`src/rtl/core/pdrc_pkg.sv`:
```
// ----------------------------------------------------------------------------
// pdrc_pkg: shared definitions for the PWM duty ramp controller
// Field widths, request and register codes, stage structs and the level table.
// ----------------------------------------------------------------------------
package pdrc_pkg;

    localparam int PWM_BITS   = 10;
    localparam int PCT_W      = 7;
    localparam int REQ_W      = 8;
    localparam int KIND_W     = 3;
    localparam int RAMP_W     = 8;
    localparam int CFG_IDX_W  = 2;
    localparam int CFG_DATA_W = 8;
    localparam int PROD_W     = 2 * PCT_W;
    localparam int DIV_W      = 27;
    localparam int LUT_DEPTH  = 1 << PCT_W;
    localparam int PWM_MAX    = (1 << PWM_BITS) - 1;
    localparam int PCT_SCALE  = 100;

    // x / 100 == (x * 5243) >> 19 for every x below 43690, well above 100 * 127.
    localparam int DIV100_MULT  = 5243;
    localparam int DIV100_SHIFT = 19;

    typedef logic [PCT_W-1:0]    pct_t;
    typedef logic [PCT_W:0]      pct_sum_t;
    typedef logic [REQ_W-1:0]    req_pct_t;
    typedef logic [RAMP_W-1:0]   ramp_t;
    typedef logic [PROD_W-1:0]   prod_t;
    typedef logic [DIV_W-1:0]    div_t;
    typedef logic [PWM_BITS-1:0] level_t;

    localparam pct_t     PCT_FULL      = pct_t'(PCT_SCALE);
    localparam req_pct_t REQ_FULL      = req_pct_t'(PCT_SCALE);
    localparam ramp_t    MS_SATURATED  = '1;
    localparam pct_t     RST_STOP      = pct_t'(10);
    localparam pct_t     RST_FLOOR     = pct_t'(20);
    localparam pct_t     RST_CEILING   = pct_t'(100);
    localparam ramp_t    RST_RAMP      = ramp_t'(10);

    typedef enum logic [KIND_W-1:0] {
        REQ_TICK       = 3'd0,
        REQ_CONTROL    = 3'd1,
        REQ_SET_DUTY   = 3'd2,
        REQ_SET_ENABLE = 3'd3,
        REQ_SET_DIR    = 3'd4
    } req_kind_t;

    typedef enum logic [CFG_IDX_W-1:0] {
        CFG_STOP_THRESHOLD = 2'd0,
        CFG_DUTY_FLOOR     = 2'd1,
        CFG_DUTY_CEILING   = 2'd2,
        CFG_RAMP_INTERVAL  = 2'd3
    } cfg_index_t;

    // Command handed to the ramp state once its target duty is mapped.
    typedef struct packed {
        req_kind_t kind;
        logic      enable;
        logic      forward;
        pct_t      target;
    } pdrc_cmd_t;

    typedef struct packed {
        level_t pwm_level;
        logic   phase_out;
        pct_t   duty_now;
        pct_t   duty_goal;
        logic   changed_flag;
    } pdrc_result_t;

    typedef level_t level_lut_t [0:LUT_DEPTH-1];

    function automatic level_lut_t build_level_lut();
        level_lut_t lut;
        for (int i = 0; i < LUT_DEPTH; i++)
        begin
            lut[i] = level_t'((PWM_MAX * i) / PCT_SCALE);
        end
        return lut;
    endfunction

    // PWM compare value for each duty percent.
    localparam level_lut_t LEVEL_LUT = build_level_lut();

endpackage

```
`src/rtl/core/pdrc_in_if.sv`:
```
// ----------------------------------------------------------------------------
// pdrc_in_if: request channel of the PWM duty ramp controller
// Valid/ready channel carrying one request word.
// ----------------------------------------------------------------------------
interface pdrc_in_if;
    logic                            valid;
    logic                            ready;
    logic [pdrc_pkg::KIND_W-1:0]     req_type;
    logic                            enable_flag;
    logic                            forward_flag;
    logic [pdrc_pkg::REQ_W-1:0]      duty_request;

    modport source (
        output valid, req_type, enable_flag, forward_flag, duty_request,
        input  ready
    );

    modport sink (
        input  valid, req_type, enable_flag, forward_flag, duty_request,
        output ready
    );
endinterface

```
`src/rtl/core/pdrc_out_if.sv`:
```
// ----------------------------------------------------------------------------
// pdrc_out_if: result channel of the PWM duty ramp controller
// Valid/ready channel carrying one result word.
// ----------------------------------------------------------------------------
interface pdrc_out_if;
    logic                            valid;
    logic                            ready;
    logic [pdrc_pkg::PWM_BITS-1:0]   pwm_level;
    logic                            phase_out;
    logic [pdrc_pkg::PCT_W-1:0]      duty_now;
    logic [pdrc_pkg::PCT_W-1:0]      duty_goal;
    logic                            changed_flag;

    modport source (
        output valid, pwm_level, phase_out, duty_now, duty_goal, changed_flag,
        input  ready
    );

    modport sink (
        input  valid, pwm_level, phase_out, duty_now, duty_goal, changed_flag,
        output ready
    );
endinterface

```
`src/rtl/core/pdrc_ramp_state.sv`:
```
// ----------------------------------------------------------------------------
// pdrc_ramp_state: duty, enable, direction and ramp timer state
// Applies one mapped command per cycle while fire is high and forms the matching result word.
// ----------------------------------------------------------------------------
module pdrc_ramp_state (
    input  logic                   clk,
    input  logic                   rst_n,
    input  logic                   fire,
    input  pdrc_pkg::pdrc_cmd_t    cmd,
    input  pdrc_pkg::ramp_t        ramp_interval,
    output pdrc_pkg::pdrc_result_t result
);

    pdrc_pkg::pct_t  duty_cur_reg;
    pdrc_pkg::pct_t  duty_cur_next;
    pdrc_pkg::pct_t  duty_tgt_reg;
    pdrc_pkg::pct_t  duty_tgt_next;
    logic            enabled_reg;
    logic            enabled_next;
    logic            forward_reg;
    logic            forward_next;
    pdrc_pkg::ramp_t ms_reg;
    pdrc_pkg::ramp_t ms_next;
    pdrc_pkg::ramp_t ms_inc;
    logic            changed;

    always_comb
    begin
        duty_cur_next = duty_cur_reg;
        duty_tgt_next = duty_tgt_reg;
        enabled_next  = enabled_reg;
        forward_next  = forward_reg;
        ms_next       = ms_reg;
        ms_inc        = (ms_reg == pdrc_pkg::MS_SATURATED) ? ms_reg
                                                           : ms_reg + pdrc_pkg::ramp_t'(1);
        changed       = 1'b0;

        case (cmd.kind)
            pdrc_pkg::REQ_TICK:
            begin
                ms_next = ms_inc;
                if (duty_cur_reg != duty_tgt_reg && ms_inc >= ramp_interval)
                begin
                    ms_next = '0;
                    if (duty_cur_reg < duty_tgt_reg)
                        duty_cur_next = duty_cur_reg + pdrc_pkg::pct_t'(1);
                    else
                        duty_cur_next = duty_cur_reg - pdrc_pkg::pct_t'(1);
                end
            end
            pdrc_pkg::REQ_CONTROL:
            begin
                forward_next = cmd.forward;
                if (cmd.enable)
                begin
                    enabled_next  = 1'b1;
                    duty_tgt_next = cmd.target;
                end
                else
                begin
                    enabled_next  = 1'b0;
                    duty_tgt_next = '0;
                    duty_cur_next = '0;
                end
                changed = (duty_tgt_next != duty_tgt_reg) || (forward_next != forward_reg)
                          || (enabled_next != enabled_reg);
            end
            pdrc_pkg::REQ_SET_DUTY:
            begin
                duty_tgt_next = cmd.target;
            end
            pdrc_pkg::REQ_SET_ENABLE:
            begin
                if (cmd.enable)
                    enabled_next = 1'b1;
                else
                begin
                    enabled_next  = 1'b0;
                    duty_tgt_next = '0;
                    duty_cur_next = '0;
                end
            end
            pdrc_pkg::REQ_SET_DIR:
            begin
                forward_next = cmd.forward;
            end
            default:
            begin
            end
        endcase

        result.pwm_level    = (!enabled_next || duty_cur_next == '0)
                              ? '0 : pdrc_pkg::LEVEL_LUT[duty_cur_next];
        result.phase_out    = forward_next;
        result.duty_now     = duty_cur_next;
        result.duty_goal    = duty_tgt_next;
        result.changed_flag = changed;
    end

    always_ff @(posedge clk or negedge rst_n)
    begin
        if (!rst_n)
        begin
            duty_cur_reg <= '0;
            duty_tgt_reg <= '0;
            enabled_reg  <= 1'b1;
            forward_reg  <= 1'b1;
            ms_reg       <= pdrc_pkg::MS_SATURATED;
        end
        else if (fire)
        begin
            duty_cur_reg <= duty_cur_next;
            duty_tgt_reg <= duty_tgt_next;
            enabled_reg  <= enabled_next;
            forward_reg  <= forward_next;
            ms_reg       <= ms_next;
        end
    end

endmodule

```
`src/rtl/core/pwm_duty_ramp_controller_core.sv`:
```
// ----------------------------------------------------------------------------
// pwm_duty_ramp_controller_core: slew-limited PWM duty controller
// Maps duty requests into a configured window and ramps the applied duty.
// ----------------------------------------------------------------------------
//  Port       Direction  Handshake      Word
//  req        in         valid/ready    req_type, enable_flag, forward_flag,
//                                       duty_request
//  rsp        out        valid/ready    pwm_level, phase_out, duty_now,
//                                       duty_goal, changed_flag
//  wr_*       in         write enable   wr_index, wr_data (no read-back)
//
// One word is accepted per cycle while req.ready is high; a result passes
// through the multiply stage, the scale-by-reciprocal stage and the
// result register where the duty state is updated.
// Each of the three stages holds one word, so up to three words queue up
// while rsp is stalled, and req drops ready only once all stages are full.
// Reset clears all stages and loads the default register and state values.
// ----------------------------------------------------------------------------
module pwm_duty_ramp_controller_core (
    input  logic                                clk,
    input  logic                                rst_n,
    pdrc_in_if.sink                             req,
    pdrc_out_if.source                          rsp,
    input  logic                                wr_en,
    input  logic [pdrc_pkg::CFG_IDX_W-1:0]      wr_index,
    input  logic [pdrc_pkg::CFG_DATA_W-1:0]     wr_data
);

    // Configuration registers
    pdrc_pkg::pct_t  stop_threshold_reg;
    pdrc_pkg::pct_t  duty_floor_reg;
    pdrc_pkg::pct_t  duty_ceiling_reg;
    pdrc_pkg::ramp_t ramp_interval_reg;

    // Stage 1: saturated request times window span
    logic                 s1_valid_reg;
    pdrc_pkg::req_kind_t  s1_kind_reg;
    logic                 s1_enable_reg;
    logic                 s1_forward_reg;
    logic                 s1_stop_reg;
    pdrc_pkg::prod_t      s1_prod_reg;

    // Stage 2: mapped command
    logic                 s2_valid_reg;
    pdrc_pkg::pdrc_cmd_t  s2_cmd_reg;
    pdrc_pkg::pdrc_cmd_t  s2_cmd_next;

    // Stage 3: result word
    logic                   s3_valid_reg;
    pdrc_pkg::pdrc_result_t s3_result_reg;
    pdrc_pkg::pdrc_result_t s3_result_next;

    logic                 s1_ready;
    logic                 s2_ready;
    logic                 s3_ready;
    logic                 fire;

    pdrc_pkg::pct_t       pct;
    pdrc_pkg::pct_t       span;
    pdrc_pkg::div_t       scaled;
    pdrc_pkg::pct_sum_t   quot;
    pdrc_pkg::pct_sum_t   mapped;
    pdrc_pkg::pct_t       clamped;

    assign s3_ready  = !s3_valid_reg || rsp.ready;
    assign s2_ready  = !s2_valid_reg || s3_ready;
    assign s1_ready  = !s1_valid_reg || s2_ready;
    assign req.ready = s1_ready;
    assign fire      = s2_valid_reg && s3_ready;

    always_ff @(posedge clk or negedge rst_n)
    begin
        if (!rst_n)
        begin
            stop_threshold_reg <= pdrc_pkg::RST_STOP;
            duty_floor_reg     <= pdrc_pkg::RST_FLOOR;
            duty_ceiling_reg   <= pdrc_pkg::RST_CEILING;
            ramp_interval_reg  <= pdrc_pkg::RST_RAMP;
        end
        else if (wr_en)
        begin
            case (pdrc_pkg::cfg_index_t'(wr_index))
                pdrc_pkg::CFG_STOP_THRESHOLD: stop_threshold_reg <= wr_data[pdrc_pkg::PCT_W-1:0];
                pdrc_pkg::CFG_DUTY_FLOOR:     duty_floor_reg     <= wr_data[pdrc_pkg::PCT_W-1:0];
                pdrc_pkg::CFG_DUTY_CEILING:   duty_ceiling_reg   <= wr_data[pdrc_pkg::PCT_W-1:0];
                pdrc_pkg::CFG_RAMP_INTERVAL:  ramp_interval_reg  <= wr_data;
                default:
                begin
                end
            endcase
        end
    end

    // Stage 1 logic: saturate the request and multiply it by the window span.
    always_comb
    begin
        pct  = (req.duty_request > pdrc_pkg::REQ_FULL) ? pdrc_pkg::PCT_FULL
                                                       : req.duty_request[pdrc_pkg::PCT_W-1:0];
        span = (duty_ceiling_reg >= duty_floor_reg) ? duty_ceiling_reg - duty_floor_reg : '0;
    end

    // Stage 2 logic: divide by 100 through the reciprocal, add the floor, then clamp.
    always_comb
    begin
        scaled  = pdrc_pkg::div_t'(s1_prod_reg) * pdrc_pkg::div_t'(pdrc_pkg::DIV100_MULT);
        quot    = pdrc_pkg::pct_sum_t'(scaled >> pdrc_pkg::DIV100_SHIFT);
        mapped  = pdrc_pkg::pct_sum_t'(duty_floor_reg) + quot;
        clamped = (mapped > pdrc_pkg::pct_sum_t'(duty_ceiling_reg))
                  ? duty_ceiling_reg : mapped[pdrc_pkg::PCT_W-1:0];
        if (clamped > pdrc_pkg::PCT_FULL)
            clamped = pdrc_pkg::PCT_FULL;

        s2_cmd_next.kind    = s1_kind_reg;
        s2_cmd_next.enable  = s1_enable_reg;
        s2_cmd_next.forward = s1_forward_reg;
        s2_cmd_next.target  = s1_stop_reg ? '0 : clamped;
    end

    always_ff @(posedge clk or negedge rst_n)
    begin
        if (!rst_n)
        begin
            s1_valid_reg <= 1'b0;
            s2_valid_reg <= 1'b0;
            s3_valid_reg <= 1'b0;
        end
        else
        begin
            if (s1_ready)
                s1_valid_reg <= req.valid;
            if (s2_ready)
                s2_valid_reg <= s1_valid_reg;
            if (s3_ready)
                s3_valid_reg <= s2_valid_reg;
        end
    end

    always_ff @(posedge clk)
    begin
        if (s1_ready && req.valid)
        begin
            s1_kind_reg    <= pdrc_pkg::req_kind_t'(req.req_type);
            s1_enable_reg  <= req.enable_flag;
            s1_forward_reg <= req.forward_flag;
            s1_stop_reg    <= pct < stop_threshold_reg;
            s1_prod_reg    <= pdrc_pkg::prod_t'(pct) * pdrc_pkg::prod_t'(span);
        end
        if (s2_ready && s1_valid_reg)
            s2_cmd_reg <= s2_cmd_next;
        if (fire)
            s3_result_reg <= s3_result_next;
    end

    pdrc_ramp_state u_ramp_state (
        .clk           (clk),
        .rst_n         (rst_n),
        .fire          (fire),
        .cmd           (s2_cmd_reg),
        .ramp_interval (ramp_interval_reg),
        .result        (s3_result_next)
    );

    assign rsp.valid        = s3_valid_reg;
    assign rsp.pwm_level    = s3_result_reg.pwm_level;
    assign rsp.phase_out    = s3_result_reg.phase_out;
    assign rsp.duty_now     = s3_result_reg.duty_now;
    assign rsp.duty_goal    = s3_result_reg.duty_goal;
    assign rsp.changed_flag = s3_result_reg.changed_flag;

endmodule

```
`src/flat_wrapper.sv`:
```
// flat-port wrapper written by rule: the top's interface ports become plain ports
module pwm_duty_ramp_controller_core_flat 
  (clk, rst_n, wr_en, wr_index, wr_data, req_valid, req_req_type, req_enable_flag, req_forward_flag, req_duty_request, req_ready, rsp_valid, rsp_pwm_level, rsp_phase_out, rsp_duty_now, rsp_duty_goal, rsp_changed_flag, rsp_ready);
  pdrc_in_if req_i ();
  pdrc_out_if rsp_i ();
  input  logic clk;
  input  logic rst_n;
  input  logic wr_en;
  input  logic [pdrc_pkg::CFG_IDX_W-1:0] wr_index;
  input  logic [pdrc_pkg::CFG_DATA_W-1:0] wr_data;
  input wire logic [$bits(req_i.valid)-1:0] req_valid;
  input wire logic [$bits(req_i.req_type)-1:0] req_req_type;
  input wire logic [$bits(req_i.enable_flag)-1:0] req_enable_flag;
  input wire logic [$bits(req_i.forward_flag)-1:0] req_forward_flag;
  input wire logic [$bits(req_i.duty_request)-1:0] req_duty_request;
  output wire logic [$bits(req_i.ready)-1:0] req_ready;
  output wire logic [$bits(rsp_i.valid)-1:0] rsp_valid;
  output wire logic [$bits(rsp_i.pwm_level)-1:0] rsp_pwm_level;
  output wire logic [$bits(rsp_i.phase_out)-1:0] rsp_phase_out;
  output wire logic [$bits(rsp_i.duty_now)-1:0] rsp_duty_now;
  output wire logic [$bits(rsp_i.duty_goal)-1:0] rsp_duty_goal;
  output wire logic [$bits(rsp_i.changed_flag)-1:0] rsp_changed_flag;
  input wire logic [$bits(rsp_i.ready)-1:0] rsp_ready;
  assign req_i.valid = req_valid;
  assign req_i.req_type = req_req_type;
  assign req_i.enable_flag = req_enable_flag;
  assign req_i.forward_flag = req_forward_flag;
  assign req_i.duty_request = req_duty_request;
  assign req_ready = req_i.ready;
  assign rsp_valid = rsp_i.valid;
  assign rsp_pwm_level = rsp_i.pwm_level;
  assign rsp_phase_out = rsp_i.phase_out;
  assign rsp_duty_now = rsp_i.duty_now;
  assign rsp_duty_goal = rsp_i.duty_goal;
  assign rsp_changed_flag = rsp_i.changed_flag;
  assign rsp_i.ready = rsp_ready;
  pwm_duty_ramp_controller_core u_core (.clk(clk), .rst_n(rst_n), .req(req_i), .rsp(rsp_i), .wr_en(wr_en), .wr_index(wr_index), .wr_data(wr_data));
endmodule
```
`config.mk`:
```
export PLATFORM = sky130hd
export DESIGN_NAME = pwm_duty_ramp_controller_core_flat
export DESIGN_NICKNAME = d
export VERILOG_FILES = /design/src/rtl/core/pdrc_pkg.sv /design/src/rtl/core/pdrc_in_if.sv /design/src/rtl/core/pdrc_out_if.sv /design/src/rtl/core/pdrc_ramp_state.sv /design/src/rtl/core/pwm_duty_ramp_controller_core.sv /design/src/flat_wrapper.sv
export SDC_FILE = /design/constraint.sdc
export NUM_CORES = 1
export LEC_CHECK = 0
export BUFFER_PORTS_ARGS = -buffer_cell sky130_fd_sc_hd__buf_2
export CORE_ASPECT_RATIO = 1.2
export CORE_MARGIN = 3
export CORE_UTILIZATION = 50
export CTS_BUF_LIST = sky130_fd_sc_hd__clkbuf_2
export DETAILED_ROUTE_END_ITERATION = 6
export GPL_TIMING_DRIVEN = 0
export HOLD_SLACK_MARGIN = 0.1
export PLACE_DENSITY = 0.78
export RECOVER_POWER = 50
export SLEW_MARGIN = 10
export SYNTH_ARGS = -nofsm -noshare
export SYNTH_HDL_FRONTEND = slang
export SYNTH_SLANG_ARGS = --single-unit
```
`constraint.sdc`:
```
create_clock -name clk -period 7.7 [get_ports clk]
set_input_delay 1.54 -clock clk [delete_from_list [all_inputs] [get_ports clk]]
set_output_delay 1.54 -clock clk [all_outputs]
set_load 0.005 [all_outputs]
```
==> results.cfg <==
[outcome]
status = complete, but fails checks
violations = DRC, capacitance limit, slew limit

[cells_and_area]
area_delta_synth_final_pct = 9.24
nFillCells = 2244
nets = 1848
drive_gt1_share_pct = 15.2
largest_reg_flops = 14
fin_util_pct = 55.7
final_cell_mix = inv_1 (203), ha_1 (187), nand2_1 (120)
final_common_cell = inv_1

[floorplanning]
dieArea_mm2 = 0.0290
initial_core_util_pct = 51.0
fp-row-count = 65
die_height_um = 186
core_mm2 = 0.0264
die_x_um = 156
io_pins = 56

[synthesis]
ys_seq_elements = 114
yosys.cell_types.count = 98
ys_seq_area_share_pct = 23.5
ys.flop_type = edfxtp_1
synthArstFlopShare_pct = 49.1
synth_edf_count = 58
synth.cell_area_mm2 = 0.0135
synthCells = 1440
ys_warn_count = 0
syn_avg_cell_area_um2 = 9.36
syn_nets = 1746

[run]
cap_violations = 1

[drt]
drt-initial-drc-count = 910
num_vias = 11588
postRouteAntennaNets = 0
routedWlPerCell_um = 20.1
dr.pass1.iters = 7
routed_wl_um = 37900
vias_per_cell = 6.13
post-route-drc-count = 1

[worst_hold_path]
whs_endpoint = u_core.s2_cmd_reg[8]
whs_path_depth = 0
hold_class = flop to flop
min_from = u_core.s1_enable_reg

[clock_network]
cts_made_buffers = 17
cts_tree = done
cts.sinks = 114
clkTransAtPathRegs_ps = 190
cts_buffer_depth = 2
htreeDepth = 4
clk_latency_ps = 770
root_buffer = clkbuf_2

[timing]
hold_violations = 0
fin_skew_ps = 80.9
period_needed_ps = 7420
max_freq_mhz = 135
post-route-period-util_pct = 96.4
slew_headroom_pct = -29.5
postLayoutSetupSlackWorst_ps = 276
fin_hold_ws_ps = 469
worstMarginPinSlew_ps = 1940
drv_slew = 38
setup_viol = 0

[global_route]
grt_max_degree = 38
antenna_found_initial = 2
grt_overflow_total = 0
grt_pass1_vias = 11860
grt_use_total_pct = 26.5
grt_pass1_wl_um = 61200

[critical_path]
end_kind = flop
rr_startpoint = u_core.s1_prod_reg[7]
path_class = flop to flop
r2r-end = u_core.s2_cmd_reg[2]
critPathMaxFanout = 4
crit_arrival_ps = 7980
cp.required_ps = 8260
critical-path-max-stage-delay_ps = 540
slowest_stage = fa_1
ff2ff_setup_slack_ps = 280
reg2regPathDepth = 32
cp-start-kind = flop

[place]
routabilityCongestion = 1.04
hpwl_um = 29100
port_buffers = 55
dp_slack_ps = -440
cell usage after synthesis (14+ instances only):
master    count  area (um2)
edfxtp_1     58        1740
nand2b_1     14        87.6
xor2_1       14         123
xnor2_1      33         289
nor2b_1      15        93.8
a21o_1       20         150
nor2_1       55         206
inv_1       203         762
dfrtp_1      37         926
a21oi_1      80         400
dfstp_2      19         499
a211oi_1     27         203
nand2_1     120         450
nand3_1      32         160
o21ai_0      69         345
mux2_2       27         304
fa_1         90        1800
nor3_1       25         125
buf_2        17        85.1
ha_1        188        2350
clkbuf_1     29         109
worst max-delay path, delay by kind of cell (launching register included):
family / cells / cell delay, ps
compound gates: 12 / 2040
buf+inv: 6 / 540
flops: 1 / 500
simple gates: 3 / 450
fa+ha+maj: 9 / 3410
xor+xnor: 2 / 320
cells by family after synthesis:
kind of cell	share of synthesized area (%)
adder cells (fa/ha/maj)	30.9
XOR/XNOR	3.18
AO/OA/AOI/OAI	19.2
flip-flops	23.5
buffers and inverters	7.96
AND/OR/NAND/NOR	12.3
multiplexers	3.03
final cells by class:
type	count	area, um2	share of cell area, %
multi-input cells	1062	9340	63.5
flip-flops and latches	114	3170	21.5
inverters	209	792	5.38
repair buffers	83	478	3.25
well taps	335	419	2.85
plain buffers	55	282	1.91
clock inverters	15	153	1.04
clock buffers	17	85.1	0.578
diodes	1	2.50	0.0170
metal layers:
layer  GRT usage, %  up-vias  part of all wire (%)
met5              0        -                     0
met4           13.4        0                   5.2
li1               -     5316                     -
met3           4.07      156                   6.4
met2           47.2      549                    50
met1           30.9     5567                    38
how the worst max path moves through the flow:
stage / start / endpoint / cells past startpoint
after CTS: u_core.s1_prod_reg[11] / u_core.s2_cmd_reg[2] / 29
final: u_core.s1_prod_reg[7] / u_core.s2_cmd_reg[2] / 32
after detailed placement: u_core.s1_prod_reg[11] / u_core.s2_cmd_reg[2] / 29
after global routing: u_core.s1_prod_reg[10] / u_core.s2_cmd_reg[2] / 30
after global placement: u_core.s1_prod_reg[11] / u_core.s2_cmd_reg[2] / 29
after floorplan: u_core.s1_prod_reg[11] / u_core.s2_cmd_reg[2] / 29
through the flow:
step,cell area (um2),setup TNS [ps],std cells
2_1_floorplan,13500,0,1440
3_3_place_gp,14200,-1770,1830
3_5_place_dp,14200,-2590,1831
4_1_cts,14500,0,1875
5_1_grt,14700,-241,1891
6_report,14700,0,1891
timing repair:
item,4_1_cts,5_1_grt
setup endpoints to repair,7,7
hold buffers,0,0
resized for setup,4,23
gates cloned,0,0
pin swaps,1,12
setup buffers,12,15
Power is left out: the tool's default activity adds up to more than one toggle a clock period on the data nets, which glitch-free logic cannot reach.
